[src/hw/rtl/cmip_pkg.sv]
// Package for the complex multi-vector inner product block.
// Holds shared constants, the lane control struct and the active-count helper.
// No dependencies.
package cmip_pkg;

    localparam int PHI_PORTS          = 4;
    localparam int MAX_VECTORS_DEF    = 4;
    localparam int SAMPLE_WIDTH_DEF   = 16;
    localparam int ACCUM_WIDTH_DEF    = 48;
    localparam int CNT_W              = 3;
    localparam int VIDX_W             = 2;

    localparam logic [CNT_W-1:0] VCOUNT_RESET = CNT_W'(4);

    typedef struct packed {
        logic advance;  // pipeline moves this cycle
        logic step;     // the accumulate-stage item updates this lane
        logic clear;    // the accumulate-stage item ends the run
    } t_lane_ctrl;

    // A count of zero acts as one; counts above the lane count saturate.
    function automatic logic [CNT_W-1:0] active_count(
        input logic [CNT_W-1:0] cnt,
        input logic [CNT_W-1:0] lim
    );
        logic [CNT_W-1:0] n;
        n = (cnt == '0) ? CNT_W'(1) : cnt;
        if (n > lim) begin
            n = lim;
        end
        return n;
    endfunction

endpackage

[src/hw/rtl/cmip_lane.sv]
// One lane: conj(phi) * psi products, then saturating real/imag accumulators.
// Depends on cmip_pkg.
module cmip_lane #(
    parameter int SAMPLE_WIDTH = cmip_pkg::SAMPLE_WIDTH_DEF,
    parameter int ACCUM_WIDTH  = cmip_pkg::ACCUM_WIDTH_DEF
) (
    input  logic                           i_clk,
    input  logic                           i_rst_n,
    input  cmip_pkg::t_lane_ctrl           i_ctrl,
    input  logic signed [SAMPLE_WIDTH-1:0] i_psi_real,
    input  logic signed [SAMPLE_WIDTH-1:0] i_psi_imag,
    input  logic signed [SAMPLE_WIDTH-1:0] i_phi_real,
    input  logic signed [SAMPLE_WIDTH-1:0] i_phi_imag,
    output logic signed [ACCUM_WIDTH-1:0]  o_sum_real,
    output logic signed [ACCUM_WIDTH-1:0]  o_sum_imag,
    output logic                           o_overflowed
);
    import cmip_pkg::*;

    localparam int PROD_W = 2 * SAMPLE_WIDTH;
    localparam int PAIR_W = PROD_W + 1;
    localparam int SUM_W  = ((ACCUM_WIDTH > PAIR_W) ? ACCUM_WIDTH : PAIR_W) + 1;

    logic signed [PROD_W-1:0]      r_rr, r_ii, r_ri, r_ir;
    logic signed [ACCUM_WIDTH-1:0] r_acc_real, r_acc_imag;
    logic                          r_ovf;

    logic signed [ACCUM_WIDTH-1:0] n_acc_real, n_acc_imag;
    logic                          n_ovf;
    logic [PAIR_W-1:0]             pair_real, pair_imag;
    logic [ACCUM_WIDTH:0]          sat_real, sat_imag;

    // Exact acc + pair, clamped to the accumulator range; top bit flags a clamp.
    function automatic logic [ACCUM_WIDTH:0] sat_add(
        input logic [ACCUM_WIDTH-1:0] acc,
        input logic [PAIR_W-1:0]      pair
    );
        logic [SUM_W-1:0]             sum;
        logic [SUM_W-ACCUM_WIDTH:0]   upper;
        logic [ACCUM_WIDTH-1:0]       lim;
        sum   = {{(SUM_W-ACCUM_WIDTH){acc[ACCUM_WIDTH-1]}}, acc}
              + {{(SUM_W-PAIR_W){pair[PAIR_W-1]}}, pair};
        upper = sum[SUM_W-1:ACCUM_WIDTH-1];
        lim   = sum[SUM_W-1] ? {1'b1, {(ACCUM_WIDTH-1){1'b0}}}
                             : {1'b0, {(ACCUM_WIDTH-1){1'b1}}};
        if ((&upper) || !(|upper)) begin
            return {1'b0, sum[ACCUM_WIDTH-1:0]};
        end
        return {1'b1, lim};
    endfunction

    always_ff @(posedge i_clk) begin
        if (i_ctrl.advance) begin
            r_rr <= i_phi_real * i_psi_real;
            r_ii <= i_phi_imag * i_psi_imag;
            r_ri <= i_phi_real * i_psi_imag;
            r_ir <= i_phi_imag * i_psi_real;
        end
    end

    always_comb begin
        pair_real = {r_rr[PROD_W-1], r_rr} + {r_ii[PROD_W-1], r_ii};
        pair_imag = {r_ri[PROD_W-1], r_ri} - {r_ir[PROD_W-1], r_ir};
        sat_real  = sat_add(r_acc_real, pair_real);
        sat_imag  = sat_add(r_acc_imag, pair_imag);
        if (i_ctrl.step) begin
            n_acc_real = sat_real[ACCUM_WIDTH-1:0];
            n_acc_imag = sat_imag[ACCUM_WIDTH-1:0];
            n_ovf      = r_ovf | sat_real[ACCUM_WIDTH] | sat_imag[ACCUM_WIDTH];
        end else begin
            n_acc_real = r_acc_real;
            n_acc_imag = r_acc_imag;
            n_ovf      = r_ovf;
        end
    end

    always_ff @(posedge i_clk) begin
        if (!i_rst_n) begin
            r_acc_real <= '0;
            r_acc_imag <= '0;
            r_ovf      <= 1'b0;
        end else if (i_ctrl.clear) begin
            r_acc_real <= '0;
            r_acc_imag <= '0;
            r_ovf      <= 1'b0;
        end else begin
            r_acc_real <= n_acc_real;
            r_acc_imag <= n_acc_imag;
            r_ovf      <= n_ovf;
        end
    end

    assign o_sum_real   = n_acc_real;
    assign o_sum_imag   = n_acc_imag;
    assign o_overflowed = n_ovf;

endmodule

[config.mk]
export PLATFORM = sky130hd
export DESIGN_NAME = cmip_lane
export DESIGN_NICKNAME = d
export VERILOG_FILES = /design/src/hw/rtl/cmip_pkg.sv /design/src/hw/rtl/cmip_lane.sv
export SDC_FILE = /design/constraint.sdc
export NUM_CORES = 2
export LEC_CHECK = 0
export ABC_AREA = 1
export BUFFER_PORTS_ARGS = -buffer_cell sky130_fd_sc_hd__buf_2
export CORE_MARGIN = 2
export CORE_UTILIZATION = 47
export CTS_BUF_LIST = sky130_fd_sc_hd__clkbuf_2
export DETAILED_ROUTE_END_ITERATION = 10
export GPL_TIMING_DRIVEN = 0
export PLACE_DENSITY = 0.62
export SLEW_MARGIN = 5
export SYNTH_ARGS = -nofsm -noshare
export SYNTH_HDL_FRONTEND = slang
export SYNTH_SLANG_ARGS = --single-unit
export TNS_END_PERCENT = 1
[constraint.sdc]
create_clock -name i_clk -period 8.3 [get_ports i_clk]
set_input_delay 2.49 -clock i_clk [delete_from_list [all_inputs] [get_ports i_clk]]
set_output_delay 2.49 -clock i_clk [all_outputs]
set_load 0.05 [all_outputs]
=== Word-level counts from Yosys, hierarchy flattened ===
Index checks and enable logic that the tools add are counted.

* Add/sub/neg operators: 4
* Multiply operators: 4
* Muxes and demuxes: 11
* Bitwise logic cells: 3
* Reduce and logical (&&, ||, !) cells: 9

{| class="wikitable"
|+ Operators by type and width
! kind !! count
|-
| 49-bit two-way mux || 4
|-
| 48-bit two-way mux || 4
|-
| 16-bit by 16-bit multiplier with 32-bit output || 4
|-
| 48-bit by 33-bit adder with 49-bit output || 2
|-
| 32-bit by 32-bit adder with 33-bit output || 1
|-
| 32-bit by 32-bit subtractor with 33-bit output || 1
|-
| 2-bit OR reduction || 3
|-
| 2-bit AND reduction || 2
|-
| 1-bit two-way mux || 3
|-
| 1-bit logical NOT || 2
|-
| 1-bit logical OR || 2
|-
| 1-bit OR || 2
|-
| 1-bit NOT || 1
|}

* Register bits after elaboration: 225
* Input port bits: 69
* Output and inout port bits: 97
* Logic and storage cells: 38

=== Logic depth before layout (Yosys ltp) ===
* Word-level depth: 10
* Gate-level depth with buffers: 27
* Mapped depth without buffers: 26

=== Least setup slack after synthesis ===
Ideal clock, no wire load.

* Kind: input to register
* From: input i_phi_real[15]
* To: register r_ri[28], data pin
* Library setup time: 262 ps
* Arrival: 7794 ps
* Required time: 8038 ps
* Path slack: 243 ps
* Stages on the path: 20
* Buffers on the path: 1
* Path through: clkbuf_1 > nand2_1 > inv_1 > fa_1 > fa_1 > fa_1 > fa_1 > fa_1 > inv_1 > fa_1 > inv_1 > ha_1 > nand2_1 > nor4_1 > nand2_1 > o211ai_1 > nand3_1 > nand2_1 > a21oi_1 > xor2_1

* Cells in the longest elaborated chain, start to end: 1

{| class="wikitable"
|+ Ends and longest elaborated chain
! what !! RTL line !! source
|-
| start, declared || cmip_lane.sv:12 || <nowiki>input logic signed [SAMPLE_WIDTH-1:0] i_phi_real,</nowiki>
|-
| 16-bit by 16-bit multiplier with 32-bit output || cmip_lane.sv:56 || <nowiki>r_ri <= i_phi_real * i_psi_imag;</nowiki>
|-
| end signal, assigned || cmip_lane.sv:56 ||
|-
| end, declared || cmip_lane.sv:24 || <nowiki>logic signed [PROD_W-1:0] r_rr, r_ii, r_ri, r_ir;</nowiki>
|}

Every way passes these cells.
A chain may end at the register's enable or synchronous reset.

=== Worst setup path after layout ===
* From: input i_phi_imag[14]
* To: register r_ii[29], data pin

* Cells in the longest elaborated chain, start to end: 1

{| class="wikitable"
|+ Ends and longest elaborated chain
! what !! RTL line !! source
|-
| start, declared || cmip_lane.sv:13 || <nowiki>input logic signed [SAMPLE_WIDTH-1:0] i_phi_imag,</nowiki>
|-
| 16-bit by 16-bit multiplier with 32-bit output || cmip_lane.sv:55 || <nowiki>r_ii <= i_phi_imag * i_psi_imag;</nowiki>
|-
| end signal, assigned || cmip_lane.sv:55 ||
|-
| end, declared || cmip_lane.sv:24 ||
|}

Every way passes these cells.

==> reports/summary.txt <==
First-pass GRT wire length -> 307000 um
TritonCTS clock tree -> built
Ranking of synthesized cells by area -> fa_1 (39%), inv_1 (14%), nand2_1 (11%)
Max_cap viols -> 0
Critical path type -> primary input to register
Drt drc -> 0
Layout cells sized above 1 -> 6.06%
Share of the synthesized area in the top cell type -> 39.4%
Vias/cell -> 5.24
Startpoint Class -> primary input
RSZ-0062 raised after global routing -> true
Hold buffer count at cts -> 0
Worst setup margin -> -0.120 ns
Crit path max fanout -> 10
Post-synthesis sequential area ratio -> 9.95%
Max-slew headroom -> 6.32%
Ports -> 166
FF-to-FF End -> r_acc_imag[22]
Routability Congestion -> 1.03
Core Rows -> 129
Die width -> 356 um
Min Tclk post-route -> 8.42 ns
Initial antenna violation count -> 23
#FFs+latches synth -> 225
Fmax -> 119 MHz
Number of global-route vias before repair -> 49800
R2r startpoint -> r_ir[0]
Die height -> 356 um
Clock sink total -> 225
Slew Limit Fails -> 0
Setup tns final -> -0.287 ns
Routed len/inst -> 21.9 um
Final clock period utilization by the worst path -> 101%
EDFF count, synth -> 128
Critical Path Sink Type -> register
Synth-to-layout area growth -> 6.64%
Worst Path Required -> 9.08 ns
Critical path endpoint -> r_ii[29]
Grt ovf -> 0
Most frequent cell after synthesis -> inv_1
Drt pass-1 iters -> 6
Vias -> 49200
Cells after Synth -> 7447
Commonest cells post-synth -> inv_1 (2166), nand2_1 (1767), fa_1 (1145)
Top_reg_cell synth -> edfxtp_1
Count of final setup violators -> 4
Hold Vio Cnt, Final -> 0
Ys Warns -> 0
Die footprint -> 127000 um2
R2R depth -> 22
Post-DRT Antenna Nets -> 0
Pin count of the biggest net entering global routing -> 75
Clk slew on worst S/H paths -> 0.11 ns
Worst-Margin Slew -> 1.41 ns
Clock Latency Late Sink -> 1.18 ns
WL final -> 205000 um
DP Wirelength -> 175000 um
Critical Path AT -> 9.20 ns
Max clock buf depth -> 3
Post-Syn Area -> 58200 um2
Clk_skew -> 0.167 ns
# H-tree levels -> 2
Hold Path Class -> register to register
Critical Path Source -> i_phi_imag[14]
TritonCTS buffer count -> 59
Status -> finished, violations left
Syn Nets -> 9085
Violated checks -> negative setup slack
Leading area contributor after synthesis -> fa_1
Gr usage total -> 32.8%
R2R Setup Slk -> 3.90 ns
Nets@finish -> 9331
CORE AREA -> 123000 um2
Asr flop ratio synth -> 0%
CTS root buf -> clkbuf_2
Violation count after the first detailed-route iteration -> 4391
Syn Area/Cell -> 7.81 um2
Port Buffers -> 165
Synth cell types -> 55
Initial Util -> 47.2%
==> placed cells by master (no fill, tap or decap), types with 5 or more instances in the layout <==
cell type,instances
a21o_1,13
nor2_2,14
clkbuf_1,182
inv_1,2165
ha_1,423
clkinv_1,17
o211ai_1,7
a21boi_0,5
a31oi_1,12
dfxtp_1,97
fa_1,1144
clkinv_2,5
xnor2_1,86
a31o_2,5
a21oi_1,275
a21oi_2,10
nand2_2,46
nor2_4,7
clkbuf_2,107
nor2_1,393
or2_2,42
nor4_1,13
nor3_1,31
a211oi_1,25
o21bai_1,26
edfxtp_1,128
o21ai_1,7
buf_6,6
buf_2,142
nand3_1,118
xor2_1,143
nand4_1,33
o21ai_0,130
buf_4,47
o21a_1,9
nand2_1,1766
inv_2,8
==> flip-flops by register name, summed over array words and instances (netlist names) <==
signal      count
r_acc_real     48
r_ii           32
r_ri           32
r_ir           32
r_ovf           1
r_rr           32
r_acc_imag     48
==> routing by layer <==
metal,GRT usage (%),part of all wire [%],vias to the layer above
li1,-,-,22000
met1,45.0,41,24500
met2,51.2,44,2207
met3,6.98,10,482
met4,12.2,4.5,12
met5,0,0.043,-
==> layout make-up <==
type,count,area (um2)
clock buffer,88,440
tap,1637,2050
inverter,2177,8180
multi-input combinational,4817,43300
clock inverter,23,123
fill,12500,61300
sequential,225,5790
timing repair buffer,185,1130
antenna,4,10.0
buffer,228,1000
==> repair_timing <==
action / CTS / global route
endpoints found under the setup margin: 89 / 68
pin swaps: 3 / 0
endpoints found under the hold margin: 0 / 0
resized for setup: 47 / 49
buffers inserted: 4 / 13
==> stage by stage <==
step / util [%] / setup WS (ns) / instances / cell area [um2] / hold slack, ns
floorplan: - / 0.243 / 7447 / 58200 / 0.436
global route: 50.3 / -0.130 / 9381 / 62000 / 0.505
global placement: 49.5 / -1.67 / 9249 / 61000 / 0.443
detailed placement: 49.5 / -1.75 / 9250 / 61100 / 0.451
finish: 50.3 / -0.120 / 9384 / 62000 / 0.465
CTS: 50.1 / -0.127 / 9365 / 61800 / 0.468
==> critical path: stages <==
cell	delay (ns)
buf_2	0.18
clkbuf_1	0.91
nand2_1	0.27
inv_1	0.16
fa_1	0.39
inv_1	0.08
fa_1	0.41
fa_1	0.51
inv_1	0.05
fa_1	0.45
fa_1	0.51
inv_1	0.05
fa_1	0.47
inv_1	0.04
ha_1	0.34
nand2_1	0.16
nor4_2	0.61
o21ai_0	0.24
nand3_1	0.32
nand2_1	0.09
o211ai_1	0.14
a21oi_1	0.13
xor2_1	0.17
==> how the worst min path moves through the flow <==
stage	from	slack [ns]	to	depth (start not counted)
after CTS	r_ovf	0.47	r_ovf	2
after floorplan	r_ovf	0.44	r_ovf	2
final	r_ovf	0.47	r_ovf	2
after detailed placement	r_ovf	0.45	r_ovf	2
after global routing	r_ovf	0.51	r_ovf	2
after global placement	r_ovf	0.44	r_ovf	2
==> cell families after synthesis <==
family,count (synthesis),share of synthesized area [%]
buffers and inverters,2405,15.7
and+or+nand+nor,2481,17.2
AOI/OAI and AO/OA,538,5.18
xor gates and xnor gates,229,3.45
adders and majority gates,1569,48.5
DFF,225,9.95
Power is not shown: default switching activity piles up to over one toggle a cycle in this logic, so the estimate is an artifact.
